**src/mjdct_pkg.sv**
```systemverilog
package mjdct_pkg;

  localparam int DAY_BITS      = 17;
  localparam int FRACTION_BITS = 32;
  localparam int STAGES        = 6;

  localparam int YEAR_W   = 12;
  localparam int MONTH_W  = 4;
  localparam int DOM_W    = 5;
  localparam int HOUR_W   = 5;
  localparam int MINUTE_W = 6;
  localparam int SECOND_W = 6;
  localparam int TENTH_W  = 4;

  localparam int IN_FIELDS_W  = DAY_BITS + FRACTION_BITS;
  localparam int IN_TDATA_W   = ((IN_FIELDS_W + 7) / 8) * 8;
  localparam int OUT_FIELDS_W = YEAR_W + MONTH_W + DOM_W + HOUR_W + MINUTE_W + SECOND_W
                                + TENTH_W;
  localparam int OUT_TDATA_W  = ((OUT_FIELDS_W + 7) / 8) * 8;
  localparam int OUT_PAD_W    = OUT_TDATA_W - OUT_FIELDS_W;

  // Date path. Every constant division is floor(n*M >> S) with M = ceil(2^S/D),
  // S = width(n) + clog2(D), which is exact over the whole numerator range.
  localparam longint unsigned W_OFS  = 64'd2131139;   // 4*(2400000+1) - 7468865
  localparam longint unsigned N1_MAX = 4 * ((64'd1 << DAY_BITS) - 1) + W_OFS;
  localparam int              N1_W   = $clog2(N1_MAX + 1);
  localparam longint unsigned D1     = 64'd146097;
  localparam int              S1     = N1_W + $clog2(D1);
  localparam longint unsigned M1     = ((64'd1 << S1) + D1 - 1) / D1;
  localparam int              M1_W   = $clog2(M1 + 1);
  localparam longint unsigned W_MAX  = N1_MAX / D1;
  localparam int              W_W    = $clog2(W_MAX + 1);

  localparam longint unsigned B_OFS  = 64'd2401526;   // 2400001 + 1 + 1524
  localparam longint unsigned B_MAX  = (64'd1 << DAY_BITS) - 1 + B_OFS + W_MAX;
  localparam int              B_W    = $clog2(B_MAX + 1);

  localparam longint unsigned C_OFS  = 64'd2442;
  localparam longint unsigned N2_MAX = 20 * B_MAX - C_OFS;
  localparam int              N2_W   = $clog2(N2_MAX + 1);
  localparam longint unsigned D2     = 64'd7305;
  localparam int              S2     = N2_W + $clog2(D2);
  localparam longint unsigned M2     = ((64'd1 << S2) + D2 - 1) / D2;
  localparam int              M2_W   = $clog2(M2 + 1);
  localparam longint unsigned C_MAX  = N2_MAX / D2;
  localparam int              C_W    = $clog2(C_MAX + 1);
  localparam int              DM_W   = C_W + 11;      // c * 1461

  localparam int              G_W    = 9;              // b - d stays below 490
  localparam longint unsigned D3     = 64'd306001;
  localparam int              S3     = G_W + $clog2(D3);
  localparam longint unsigned M3     = (((64'd1 << S3) * 10000) + D3 - 1) / D3;
  localparam int              M3_W   = $clog2(M3 + 1);
  localparam int              E_W    = 4;

  localparam int YEAR_BASE_WRAP = 4715;
  localparam int YEAR_BASE      = 4716;
  localparam int MONTH_WRAP     = 14;

  // Time path: deciseconds of the day, then split by 10, 600 and 36000.
  localparam longint unsigned T_MUL   = 64'd864000;
  localparam int              T_MUL_W = 20;
  localparam int              PT_W    = FRACTION_BITS + T_MUL_W;
  localparam int              T_W     = 20;
  localparam longint unsigned T_MAX   = 64'd863999;

  localparam longint unsigned RS10_D  = 64'd10;
  localparam int              RS10    = T_W + $clog2(RS10_D);
  localparam longint unsigned RM10    = ((64'd1 << RS10) + RS10_D - 1) / RS10_D;
  localparam int              RM10_W  = $clog2(RM10 + 1);
  localparam int              Q10_W   = $clog2(T_MAX / RS10_D + 1);

  localparam longint unsigned RS600_D = 64'd600;
  localparam int              RS600   = T_W + $clog2(RS600_D);
  localparam longint unsigned RM600   = ((64'd1 << RS600) + RS600_D - 1) / RS600_D;
  localparam int              RM600_W = $clog2(RM600 + 1);
  localparam int              Q600_W  = $clog2(T_MAX / RS600_D + 1);

  localparam longint unsigned RS36K_D = 64'd36000;
  localparam int              RS36K   = T_W + $clog2(RS36K_D);
  localparam longint unsigned RM36K   = ((64'd1 << RS36K) + RS36K_D - 1) / RS36K_D;
  localparam int              RM36K_W = $clog2(RM36K + 1);
  localparam int              Q36K_W  = $clog2(T_MAX / RS36K_D + 1);

  typedef struct packed {
    logic [STAGES-1:0] en;
  } pipe_ctl_t;

  typedef struct packed {
    logic [YEAR_W-1:0]  year;
    logic [MONTH_W-1:0] month;
    logic [DOM_W-1:0]   day_of_month;
  } date_t;

  typedef struct packed {
    logic [HOUR_W-1:0]   hour;
    logic [MINUTE_W-1:0] minute;
    logic [SECOND_W-1:0] second;
    logic [TENTH_W-1:0]  tenth_second;
  } tod_t;

  // floor(30.6001 * e)
  function automatic logic [G_W-1:0] month_start(input logic [E_W-1:0] e);
    logic [G_W-1:0] f;
    unique case (e)
      4'd0:    f = G_W'(0);
      4'd1:    f = G_W'(30);
      4'd2:    f = G_W'(61);
      4'd3:    f = G_W'(91);
      4'd4:    f = G_W'(122);
      4'd5:    f = G_W'(153);
      4'd6:    f = G_W'(183);
      4'd7:    f = G_W'(214);
      4'd8:    f = G_W'(244);
      4'd9:    f = G_W'(275);
      4'd10:   f = G_W'(306);
      4'd11:   f = G_W'(336);
      4'd12:   f = G_W'(367);
      4'd13:   f = G_W'(397);
      4'd14:   f = G_W'(428);
      default: f = G_W'(459);
    endcase
    return f;
  endfunction

endpackage

```
**src/mjdct_ctrl.sv**
```systemverilog
module mjdct_ctrl (
  input  logic                  clk,
  input  logic                  rst_n,
  input  logic                  in_tvalid,
  output logic                  in_tready,
  output logic                  out_tvalid,
  input  logic                  out_tready,
  output mjdct_pkg::pipe_ctl_t  ctl
);

  logic [mjdct_pkg::STAGES-1:0] vld_r;
  logic [mjdct_pkg::STAGES-1:0] vld_nxt;
  logic [mjdct_pkg::STAGES-1:0] en;

  // a stage loads when it is empty or its contents move on
  always_comb begin
    en[mjdct_pkg::STAGES-1] = !vld_r[mjdct_pkg::STAGES-1] || out_tready;
    for (int k = mjdct_pkg::STAGES - 2; k >= 0; k--) begin
      en[k] = !vld_r[k] || en[k+1];
    end
  end

  always_comb begin
    vld_nxt = vld_r;
    if (en[0]) begin
      vld_nxt[0] = in_tvalid;
    end
    for (int k = 1; k < mjdct_pkg::STAGES; k++) begin
      if (en[k]) begin
        vld_nxt[k] = vld_r[k-1];
      end
    end
  end

  always_ff @(posedge clk) begin
    if (!rst_n) begin
      vld_r <= '0;
    end else begin
      vld_r <= vld_nxt;
    end
  end

  assign ctl.en     = en;
  assign in_tready  = en[0];
  assign out_tvalid = vld_r[mjdct_pkg::STAGES-1];

  a_reset_empty: assert property (@(posedge clk) !rst_n |=> (vld_r == '0))
    else $error("pipeline not empty after reset");

  a_full_stall: assert property (@(posedge clk) disable iff (!rst_n)
    ((&vld_r) && !out_tready) |-> !in_tready)
    else $error("input taken while pipeline full and stalled");

  a_held_kept: assert property (@(posedge clk) disable iff (!rst_n)
    ((vld_r & ~en) != '0) |=> ((vld_r & $past(vld_r & ~en)) == $past(vld_r & ~en)))
    else $error("stalled stage lost its transaction");

  a_accept_enters: assert property (@(posedge clk) disable iff (!rst_n)
    (in_tvalid && in_tready) |=> vld_r[0])
    else $error("accepted transaction did not enter first stage");

endmodule

```
**src/mjdct_date.sv**
```systemverilog
module mjdct_date (
  input  logic                              clk,
  input  mjdct_pkg::pipe_ctl_t              ctl,
  input  logic [mjdct_pkg::DAY_BITS-1:0]    mjd_day,
  output mjdct_pkg::date_t                  date
);

  localparam int P1_W = mjdct_pkg::N1_W + mjdct_pkg::M1_W;
  localparam int P2_W = mjdct_pkg::N2_W + mjdct_pkg::M2_W;
  localparam int P3_W = mjdct_pkg::G_W + mjdct_pkg::M3_W;

  logic [mjdct_pkg::N1_W-1:0]     n1;
  logic [P1_W-1:0]                p1_nxt, p1_r;
  logic [mjdct_pkg::DAY_BITS-1:0] day0_r;

  logic [mjdct_pkg::W_W-1:0]      w;
  logic [mjdct_pkg::B_W-1:0]      b1_nxt, b1_r;

  logic [mjdct_pkg::N2_W-1:0]     n2;
  logic [P2_W-1:0]                p2_nxt, p2_r;
  logic [mjdct_pkg::B_W-1:0]      b2_r;

  logic [mjdct_pkg::C_W-1:0]      c;
  logic [mjdct_pkg::DM_W-1:0]     dm;
  logic [mjdct_pkg::B_W-1:0]      g_full;
  logic [mjdct_pkg::C_W-1:0]      c3_r, c4_r;
  logic [mjdct_pkg::G_W-1:0]      g3_r, g4_r;

  logic [P3_W-1:0]                p3_nxt, p3_r;

  logic [mjdct_pkg::E_W-1:0]      e;
  logic [mjdct_pkg::G_W-1:0]      f;
  logic [mjdct_pkg::C_W-1:0]      yr;
  mjdct_pkg::date_t               date_nxt, date_r;

  // stage 0: w numerator times reciprocal of 146097
  assign n1     = mjdct_pkg::N1_W'({mjd_day, 2'b00}) + mjdct_pkg::N1_W'(mjdct_pkg::W_OFS);
  assign p1_nxt = P1_W'(n1) * P1_W'(mjdct_pkg::M1);

  // stage 1: b = z + 1 + w - w/4 + 1524
  assign w      = p1_r[mjdct_pkg::S1 +: mjdct_pkg::W_W];
  assign b1_nxt = mjdct_pkg::B_W'(day0_r) + mjdct_pkg::B_W'(mjdct_pkg::B_OFS)
                  + mjdct_pkg::B_W'(w) - mjdct_pkg::B_W'(w >> 2);

  // stage 2: c numerator times reciprocal of 7305
  assign n2     = mjdct_pkg::N2_W'(b1_r) * mjdct_pkg::N2_W'(20)
                  - mjdct_pkg::N2_W'(mjdct_pkg::C_OFS);
  assign p2_nxt = P2_W'(n2) * P2_W'(mjdct_pkg::M2);

  // stage 3: c, d = 1461c/4, g = b - d
  assign c      = p2_r[mjdct_pkg::S2 +: mjdct_pkg::C_W];
  assign dm     = mjdct_pkg::DM_W'(c) * mjdct_pkg::DM_W'(1461);
  assign g_full = b2_r - mjdct_pkg::B_W'(dm >> 2);

  // stage 4: e = 10000g/306001 as one reciprocal product
  assign p3_nxt = P3_W'(g3_r) * P3_W'(mjdct_pkg::M3);

  // stage 5: month, day, year
  assign e = p3_r[mjdct_pkg::S3 +: mjdct_pkg::E_W];
  assign f = mjdct_pkg::month_start(e);

  always_comb begin
    date_nxt.day_of_month = mjdct_pkg::DOM_W'(g4_r - f);
    if (e >= mjdct_pkg::E_W'(mjdct_pkg::MONTH_WRAP)) begin
      date_nxt.month = mjdct_pkg::MONTH_W'(e - mjdct_pkg::E_W'(13));
      yr             = c4_r - mjdct_pkg::C_W'(mjdct_pkg::YEAR_BASE_WRAP);
    end else begin
      date_nxt.month = mjdct_pkg::MONTH_W'(e - mjdct_pkg::E_W'(1));
      yr             = c4_r - mjdct_pkg::C_W'(mjdct_pkg::YEAR_BASE);
    end
    date_nxt.year = mjdct_pkg::YEAR_W'(yr);
  end

  // b travels with p2 in a stage-2 copy
  always_ff @(posedge clk) begin
    if (ctl.en[0]) begin
      p1_r   <= p1_nxt;
      day0_r <= mjd_day;
    end
    if (ctl.en[1]) begin
      b1_r <= b1_nxt;
    end
    if (ctl.en[2]) begin
      p2_r <= p2_nxt;
      b2_r <= b1_r;
    end
    if (ctl.en[3]) begin
      c3_r <= c;
      g3_r <= mjdct_pkg::G_W'(g_full);
    end
    if (ctl.en[4]) begin
      p3_r <= p3_nxt;
      c4_r <= c3_r;
      g4_r <= g3_r;
    end
    if (ctl.en[5]) begin
      date_r <= date_nxt;
    end
  end

  assign date = date_r;

endmodule

```
**src/mjdct_time.sv**
```systemverilog
module mjdct_time (
  input  logic                                clk,
  input  mjdct_pkg::pipe_ctl_t                ctl,
  input  logic [mjdct_pkg::FRACTION_BITS-1:0] day_fraction,
  output mjdct_pkg::tod_t                     tod
);

  localparam int P10_W  = mjdct_pkg::T_W + mjdct_pkg::RM10_W;
  localparam int P600_W = mjdct_pkg::T_W + mjdct_pkg::RM600_W;
  localparam int P36K_W = mjdct_pkg::T_W + mjdct_pkg::RM36K_W;

  logic [mjdct_pkg::PT_W-1:0]   pt_r;
  logic [mjdct_pkg::T_W-1:0]    t1_r, t2_r;
  logic [P10_W-1:0]             p10_r;
  logic [P600_W-1:0]            p600_r;
  logic [P36K_W-1:0]            p36k_r;
  logic [mjdct_pkg::Q10_W-1:0]  q10;
  logic [mjdct_pkg::Q600_W-1:0] q600;
  logic [mjdct_pkg::Q36K_W-1:0] q36k;
  mjdct_pkg::tod_t              tod_nxt, tod3_r, tod4_r, tod5_r;

  // quotients t/10, t/600, t/36000 from registered reciprocal products
  assign q10  = p10_r[mjdct_pkg::RS10 +: mjdct_pkg::Q10_W];
  assign q600 = p600_r[mjdct_pkg::RS600 +: mjdct_pkg::Q600_W];
  assign q36k = p36k_r[mjdct_pkg::RS36K +: mjdct_pkg::Q36K_W];

  always_comb begin
    tod_nxt.tenth_second = mjdct_pkg::TENTH_W'(
      t2_r - mjdct_pkg::T_W'(q10) * mjdct_pkg::T_W'(10));
    tod_nxt.second = mjdct_pkg::SECOND_W'(
      q10 - mjdct_pkg::Q10_W'(q600) * mjdct_pkg::Q10_W'(60));
    tod_nxt.minute = mjdct_pkg::MINUTE_W'(
      q600 - mjdct_pkg::Q600_W'(q36k) * mjdct_pkg::Q600_W'(60));
    tod_nxt.hour = mjdct_pkg::HOUR_W'(q36k);
  end

  always_ff @(posedge clk) begin
    if (ctl.en[0]) begin
      pt_r <= mjdct_pkg::PT_W'(day_fraction) * mjdct_pkg::PT_W'(mjdct_pkg::T_MUL);
    end
    if (ctl.en[1]) begin
      t1_r <= pt_r[mjdct_pkg::FRACTION_BITS +: mjdct_pkg::T_W];
    end
    if (ctl.en[2]) begin
      p10_r  <= P10_W'(t1_r) * P10_W'(mjdct_pkg::RM10);
      p600_r <= P600_W'(t1_r) * P600_W'(mjdct_pkg::RM600);
      p36k_r <= P36K_W'(t1_r) * P36K_W'(mjdct_pkg::RM36K);
      t2_r   <= t1_r;
    end
    if (ctl.en[3]) begin
      tod3_r <= tod_nxt;
    end
    if (ctl.en[4]) begin
      tod4_r <= tod3_r;
    end
    if (ctl.en[5]) begin
      tod5_r <= tod4_r;
    end
  end

  assign tod = tod5_r;

endmodule

```
**src/mjd_to_calendar_timestamp.sv**
```systemverilog
// MJD to Gregorian calendar timestamp.
// Input channel (in_*): one transaction carries a Modified Julian Date as a
// whole day number plus a binary fraction of a day. Output channel (out_*):
// one transaction per input with year, month, day, hour, minute, second and
// truncated tenth of a second.
// Pipeline: six register stages between acceptance and out_tvalid.
// Throughput: one transaction per cycle while out_tready is not held low.
// The six register stages follow the date path: three chained constant
// divisions, each a reciprocal multiply with a register after it; the time
// path runs beside it.
// Reset (rst_n low, synchronous) empties every stage; nothing in flight is
// kept. When the receiver holds out_tready low, the result stays on out_tdata
// and the stages behind it keep filling bubbles; in_tready drops only once
// every stage holds a transaction.
module mjd_to_calendar_timestamp (
  input  logic                               clk,
  input  logic                               rst_n,
  input  logic                               in_tvalid,
  output logic                               in_tready,
  // mjd_day [16:0], day_fraction [48:17], zero pad above
  input  logic [mjdct_pkg::IN_TDATA_W-1:0]   in_tdata,
  output logic                               out_tvalid,
  input  logic                               out_tready,
  // year [11:0], month [15:12], day_of_month [20:16], hour [25:21],
  // minute [31:26], second [37:32], tenth_second [41:38], zero pad above
  output logic [mjdct_pkg::OUT_TDATA_W-1:0]  out_tdata
);

  mjdct_pkg::pipe_ctl_t ctl;
  mjdct_pkg::date_t     date;
  mjdct_pkg::tod_t      tod;

  mjdct_ctrl u_ctrl (
    .clk        (clk),
    .rst_n      (rst_n),
    .in_tvalid  (in_tvalid),
    .in_tready  (in_tready),
    .out_tvalid (out_tvalid),
    .out_tready (out_tready),
    .ctl        (ctl)
  );

  mjdct_date u_date (
    .clk     (clk),
    .ctl     (ctl),
    .mjd_day (in_tdata[mjdct_pkg::DAY_BITS-1:0]),
    .date    (date)
  );

  mjdct_time u_time (
    .clk          (clk),
    .ctl          (ctl),
    .day_fraction (in_tdata[mjdct_pkg::DAY_BITS +: mjdct_pkg::FRACTION_BITS]),
    .tod          (tod)
  );

  assign out_tdata = {{mjdct_pkg::OUT_PAD_W{1'b0}},
                      tod.tenth_second, tod.second, tod.minute, tod.hour,
                      date.day_of_month, date.month, date.year};

endmodule
```
**config.mk**
```make
export PLATFORM = sky130hd
export DESIGN_NAME = mjd_to_calendar_timestamp
export DESIGN_NICKNAME = d
export VERILOG_FILES = /design/src/mjdct_pkg.sv /design/src/mjdct_ctrl.sv /design/src/mjdct_date.sv /design/src/mjdct_time.sv /design/src/mjd_to_calendar_timestamp.sv
export SDC_FILE = /design/constraint.sdc
export NUM_CORES = 2
export LEC_CHECK = 0
export ABC_AREA = 1
export BUFFER_PORTS_ARGS = -buffer_cell sky130_fd_sc_hd__buf_2
export CORE_UTILIZATION = 48
export CTS_CLUSTER_DIAMETER = 40
export DETAILED_ROUTE_END_ITERATION = 8
export PLACE_DENSITY = 0.67
export SYNTH_ARGS = -nofsm -noshare
export SYNTH_HDL_FRONTEND = slang
export SYNTH_HIERARCHICAL = 1
export SYNTH_SLANG_ARGS = --single-unit
export TNS_END_PERCENT = 20
```
**constraint.sdc**
```tcl
create_clock -name clk -period 13.25 [get_ports clk]
set_input_delay 2.65 -clock clk [delete_from_list [all_inputs] [get_ports clk]]
set_output_delay 2.65 -clock clk [all_outputs]
set_load 0.02 [all_outputs]
```
* After elaboration in Yosys (flattened, before gate mapping)
Memory sizes are Yosys's and may differ from the RTL's. A register that Yosys moved wholly into a read port is not among the register bits.
Index checks and enable logic that the tools add are counted.
** Cells by class
- Add/subtract/negate cells :: 14
- Mux-type cells :: 3
- Reductions and logical operators :: 12
- Multiply operators :: 12
- Order comparisons :: 1
** Operator list (count)
- $mul A20 B20 Y40 const B :: 2
- $mul A26 B26 Y51 const B :: 1
- $mul A22 B22 Y44 const B :: 1
- $mul A32 B12 Y44 const B :: 1
- $mul A20 B21 Y41 const B :: 1
- $mul A9 B22 Y30 const B :: 1
- $sub A26 B12 Y26 const B :: 1
- $mul A22 B3 Y24 const B :: 1
- $sub A12 B10 Y12 const B :: 2
- $add A17 B22 Y22 const B :: 1
- $add A19 B22 Y22 const B :: 1
- $add A22 B5 Y22 :: 1
- $sub A22 B3 Y22 :: 1
- $mul A17 B3 Y3 const B :: 1
- $mul A13 B11 Y11 const B :: 1
- $mux W12 :: 1
- $sub A6 B6 Y6 :: 2
- $mul A11 B4 Y4 const B :: 1
- $sub A9 B9 Y9 :: 1
- $mux W4 :: 2
- $logic_not A1 Y1 :: 6
- $logic_or A1 B1 Y1 :: 6
- $mul A5 B4 Y4 const B :: 1
- $sub A5 B5 Y5 :: 1
- 4 further kinds :: 4
** Storage, ports and cells
- Bits of input ports :: 60
- Register bits :: 490
- ROM bits :: 144
- Output and inout bits :: 50
- Memories kept :: 1
- Word-level logic and storage cells :: 80
** Memories
- (name not given) :: words 16, width 9, read ports 1, clocked after memory_dff 1, wr ports 0, RTL line mjdct_pkg.sv:105 : unique case (e)

* Depth between registers and ports, before layout
- Depth in word-level cells :: 7
- Depth in mapped cells :: 45
- Mapped depth without buffers :: 45

* Modules after synthesis
The synthesis kept the hierarchy.
** By module, submodules not included
- mjdct_date :: cells each 3497, seq. area each 3823.7 um2, area an instance 31318.8 um2, times used 1
- mjdct_time :: cells each 3380, seq. area each 3723.6 um2, area an instance 30822.1 um2, times used 1
- mjdct_ctrl :: cells each 27, seq. area each 120.1 um2, area an instance 276.5 um2, times used 1
- mjd_to_calendar_timestamp :: cells each 7, seq. area each 0.0 um2, area an instance 48.8 um2, times used 1

* Least setup slack after synthesis
OpenSTA, ideal clock, no wires.
- Kind :: input -> register
- Start :: input port in_tdata[4] (netlist bit)
- End :: register u_date.p1_r[40], data pin
- Stages :: 30
- Setup time :: 0.265 ns
- Data arrival time :: 8.928 ns
- Path slack :: 4.058 ns
- Required time :: 12.985 ns
- Buffers on the path :: 0
- Path through :: inv_1 > ha_1 > inv_1 > nand3_1 > nand2_1 > nand2_1 > nor3_1 > nand2_1 > nand2_1 > nand2_1 > nor2_1 > xor2_1 > inv_1 > ha_1 > fa_1 > ha_1 > inv_1 > fa_1 > fa_1 > inv_1 > fa_1 > fa_1 > ha_1 > inv_1 > nor3_1 > nand2_1 > nor4_1 > nand2_1 > o211ai_1 > xor2_1
** Between the ends
- Longest elaborated chain between the ends :: 2
** RTL lines
- from (decl) :: RTL line mjd_to_calendar_timestamp.sv:21 : input logic [mjdct_pkg::IN_TDATA_W-1:0] in_tdata,
- $add A19 B22 Y22 :: RTL line mjdct_date.sv:37 : assign n1 = mjdct_pkg::N1_W'({mjd_day, 2'b00}) + mjdct_pkg::N1_W'(mjdct_pkg::W_OFS);
- $mul A22 B22 Y44 :: RTL line mjdct_date.sv:38 : assign p1_nxt = P1_W'(n1) * P1_W'(mjdct_pkg::M1);
- net u_date.p1_nxt[40] :: RTL line mjdct_date.sv:13 : logic [P1_W-1:0] p1_nxt, p1_r;
- to (signal assigned) :: RTL line mjdct_date.sv:77 : p1_r <= p1_nxt;
- to (decl) :: RTL line mjdct_date.sv:13
The timed path passes the listed nets, and every way through them passes these cells.
A chain may end at the register's enable or synchronous reset.

* Worst setup path in the final report
- Start :: register u_date/b1_r[0] (netlist bit)
- End :: register u_date.p2_r[50], data pin
** Between the ends
- Longest elaborated chain between the ends :: 3
** RTL lines
- from (decl) :: RTL line mjdct_date.sv:17 : logic [mjdct_pkg::B_W-1:0] b1_nxt, b1_r;
- from (signal assigned) :: RTL line mjdct_date.sv:81 : b1_r <= b1_nxt;
- $mul A22 B3 Y24 :: RTL line mjdct_date.sv:46 : assign n2 = mjdct_pkg::N2_W'(b1_r) * mjdct_pkg::N2_W'(20)
- $sub A26 B12 Y26 :: RTL line mjdct_date.sv:47 : - mjdct_pkg::N2_W'(mjdct_pkg::C_OFS);
- $mul A26 B26 Y51 :: RTL line mjdct_date.sv:48 : assign p2_nxt = P2_W'(n2) * P2_W'(mjdct_pkg::M2);
- net u_date.p2_nxt[50] :: RTL line mjdct_date.sv:20 : logic [P2_W-1:0] p2_nxt, p2_r;
- to (signal assigned) :: RTL line mjdct_date.sv:84 : p2_r <= p2_nxt;
- to (decl) :: RTL line mjdct_date.sv:20
The timed path passes the listed nets, and every way through them passes these cells.

==> results_dict.tcl <==
set metrics [dict create \
    ys_types 55 \
    track_usage_pct 23.5 \
    reg2reg_to "u_date/p2_r[50]$_DFFE_PP_" \
    path_max_fanout 14 \
    hold_viol_final 0 \
    critPathCapture "u_date/p2_r[50]$_DFFE_PP_" \
    synth_ff_type "edfxtp_1" \
    ios 110 \
    max_cap_violations 0 \
    synth-warning-count 6 \
    placed_cells 8771 \
    cp-end-kind "flip-flop" \
    cts_resized 0 \
    worst_ep_required_time_ps 13560 \
    antenna_found_initial 6 \
    grt-ovfl-total 0 \
    post_cts.repair.setup_buffers 0 \
    post-place-ws_ps 2470 \
    cts_buffer_depth 3 \
    synth-seq-area-share_pct 12.3 \
    path_clk_slew_ps 50 \
    timing.rr.start "u_date/b1_r[0]$_DFFE_PP_" \
    remaining_drc_errors 0 \
    fillerInstances 11900 \
    vias_per_cell 5.02 \
    syn_avg_cell_area_um2 9.04 \
    grt_pass1_vias 47300 \
    slowest_stage "fa_1" \
    skew_ps 36.2 \
    outcome "complete, no violations" \
    route.vias.total 44500 \
    dp_hpwl_um 131000 \
    fmax_mhz 95.9 \
    fin_ws_ps 2820 \
    cts_max_level 2 \
    hp-class "reg -> reg" \
    arrival_ps 10740 \
    avgRoutedWirePerCell_um 16.9 \
    reg2regPathDepth 41 \
    synth_edf_count 248 \
    cts_sinks 259 \
    multi_input_area_um2 46800 \
    cts_hold_buf 0 \
    relSlewSlack_pct 28.5 \
    gp_congestion 0.970 \
    nNetsFinal 9402 \
    start_util_pct 48.7 \
    die_w_um 363 \
    finalCriticalPeriod_ps 10430 \
    fin_util_pct 52.1 \
    crit_path_start_kind "flip-flop" \
    cts_tree "done" \
    finalCritPeriodShare_pct 78.7 \
    rsz0062_at_grt "no" \
    tightest_slew_ps 1060 \
    die_h_um 363 \
    drt_wl_total_um 150000 \
    grt_max_degree 53 \
    crit_type "reg -> reg" \
    finalSetupViolCount 0 \
    clock_latency_ps 580 \
    cts_buffers 44 \
    firstDrtPassIters 6 \
    rows 131 \
    fin_tns_setup_ps 0 \
    startpoint "u_date/b1_r[0]$_DFFE_PP_" \
    synthesis.area_um2 62500 \
    clk_root_buffer_cell "clkbuf_16" \
    drv_slew 0 \
    stdcell_count 8854 \
    drt_iter0_markers 2419 \
    dieArea_um2 132000 \
    postRouteAntennaNets 0 \
    ys_ff_latch 259 \
    core-area_um2 128000 \
    path_common_cell "inv_1" \
    crit_path_max_incr_delay_ps 760 \
    synthToLayoutAreaGrowth_pct 7.08 \
    synthArstFlopShare_pct 0 \
    drive_gt1_share_pct 3.69 \
    syn_inst 6911 \
    regArea_um2 7670 \
    reg2reg_slack_ps 2820 \
    grt_pass1_wl_um 244000 \
    portBuffers 96 \
]
[placed cells by master (no fill, tap or decap), types with 6 or more instances in the layout]
cell,count
a21boi_0,6
inv_1,2124
nor2_1,315
dfxtp_1,11
nand2_2,17
xnor2_1,63
nor2_2,11
fa_1,999
inv_6,6
nor3_1,51
nand4_1,59
clkbuf_16,45
buf_4,31
nor4_1,19
o21ai_0,149
or2_2,7
clkinvlp_4,6
conb_1,18
a21oi_1,261
buf_2,96
ha_1,1255
nand3_1,160
edfxtp_1,248
o21a_1,17
xor2_1,93
a21o_1,28
a211oi_1,6
nand3b_1,9
nand2_1,871
a31oi_1,21
o211ai_1,13
o21bai_1,32
[layout make-up]
cell class	instances	share of cell area (%)
clock buffers	49	1.72
multi-input cells	4529	70.0
clock inverters	32	0.593
flip-flops and latches	259	11.5
repair buffers	127	1.07
inverters	2127	11.9
well taps	1729	3.23
diodes	2	0.00748
[cells by family after synthesis]
| family | Yosys count | share of synthesized area [%] |
|---|---|---|
| adders and majority gates | 2254 | 57.2 |
| other | 3 | 0.0180 |
| DFF | 259 | 12.3 |
| AOI/OAI and AO/OA | 551 | 4.95 |
| xor gates and xnor gates | 156 | 2.19 |
| buffers and inverters | 2138 | 12.9 |
| and+or+nand+nor | 1550 | 10.5 |
[registers in the layout, summed over array words and instances (netlist names), 17 cells and up]
signal / cells
u_time/t1_r: 20
u_date/b1_r: 18
u_time/pt_r: 20
u_time/tod: 21
u_date/day0_r: 17
u_time/tod3_r: 21
u_date/date: 21
u_time/tod4_r: 21
[cell usage after synthesis (2+ instances only)]
master | instances | area [µm²]
o211ai_1 | 13 | 97.6
clkbuf_1 | 2 | 7.51
o21bai_1 | 32 | 240
edfxtp_1 | 248 | 7450
nor2_2 | 11 | 68.8
and2_1 | 5 | 31.3
a21oi_1 | 261 | 1310
nand2_1 | 872 | 3270
a21boi_0 | 6 | 45.0
fa_1 | 999 | 20000
nor2_1 | 315 | 1180
ha_1 | 1255 | 15700
a31o_2 | 2 | 17.5
or2_2 | 7 | 43.8
a31oi_1 | 21 | 131
dfxtp_1 | 11 | 220
nand2_2 | 16 | 100
a21oi_2 | 2 | 17.5
nand4_1 | 59 | 369
inv_1 | 2125 | 7980
nand2b_1 | 2 | 12.5
o21ai_2 | 2 | 17.5
nand3_2 | 4 | 40.0
o21ai_1 | 4 | 20.0
buf_4 | 7 | 52.6
xnor2_1 | 63 | 552
nor2_4 | 3 | 33.8
a211oi_1 | 6 | 45.0
nand3_1 | 160 | 801
o221ai_1 | 2 | 17.5
a221oi_1 | 2 | 17.5
nor4_1 | 19 | 119
conb_1 | 3 | 11.3
o21ai_0 | 149 | 746
nand3b_1 | 9 | 67.6
nor3_1 | 52 | 260
xor2_1 | 93 | 815
and3_1 | 5 | 31.3
inv_2 | 2 | 7.51
o21a_1 | 17 | 128
nor3_2 | 4 | 40.0
a21o_1 | 28 | 210
[how the worst min path moves through the flow]
stage	from	to	slack (ps)	depth (start not counted)
after global routing	u_date/c3_r[9]$_DFFE_PP_	u_date/c4_r[9]$_DFFE_PP_	410	0
after floorplan	u_date/p2_r[50]$_DFFE_PP_	u_date/c3_r[11]$_DFFE_PP_	400	0
after CTS	u_date/c3_r[9]$_DFFE_PP_	u_date/c4_r[9]$_DFFE_PP_	410	0
after global placement	u_date/c3_r[11]$_DFFE_PP_	u_date/c4_r[11]$_DFFE_PP_	400	0
final	u_date/c3_r[9]$_DFFE_PP_	u_date/c4_r[9]$_DFFE_PP_	410	0
after detailed placement	u_date/c3_r[9]$_DFFE_PP_	u_date/c4_r[9]$_DFFE_PP_	400	0
[per-layer routing]
metal	GRT usage (%)	vias up	wire length [µm]
met5	0	-	13
met4	5.98	2	4100
met3	3.19	194	8100
met2	39.5	1032	69700
met1	31.9	21700	67700
li1	-	21600	-
[critical path, delay by kind of cell (launching register included)]
kind | cells | cell delay, ps
XOR/XNOR | 1 | 270
flip-flops | 1 | 710
AO/OA/AOI/OAI | 1 | 160
buffers and inverters | 11 | 1140
AND/OR/NAND/NOR | 18 | 2960
adder cells (fa/ha/maj) | 10 | 4850
[per-stage QoR]
stage | area, µm² | hold slack [ps]
2_1_floorplan | 62500 | 400
3_3_place_gp | 65300 | 402
3_5_place_dp | 65300 | 405
4_1_cts | 66900 | 410
5_1_grt | 66900 | 413
6_report | 66900 | 408
Power is not shown: default switching activity piles up to over one toggle a cycle in this logic, so the estimate is an artifact.
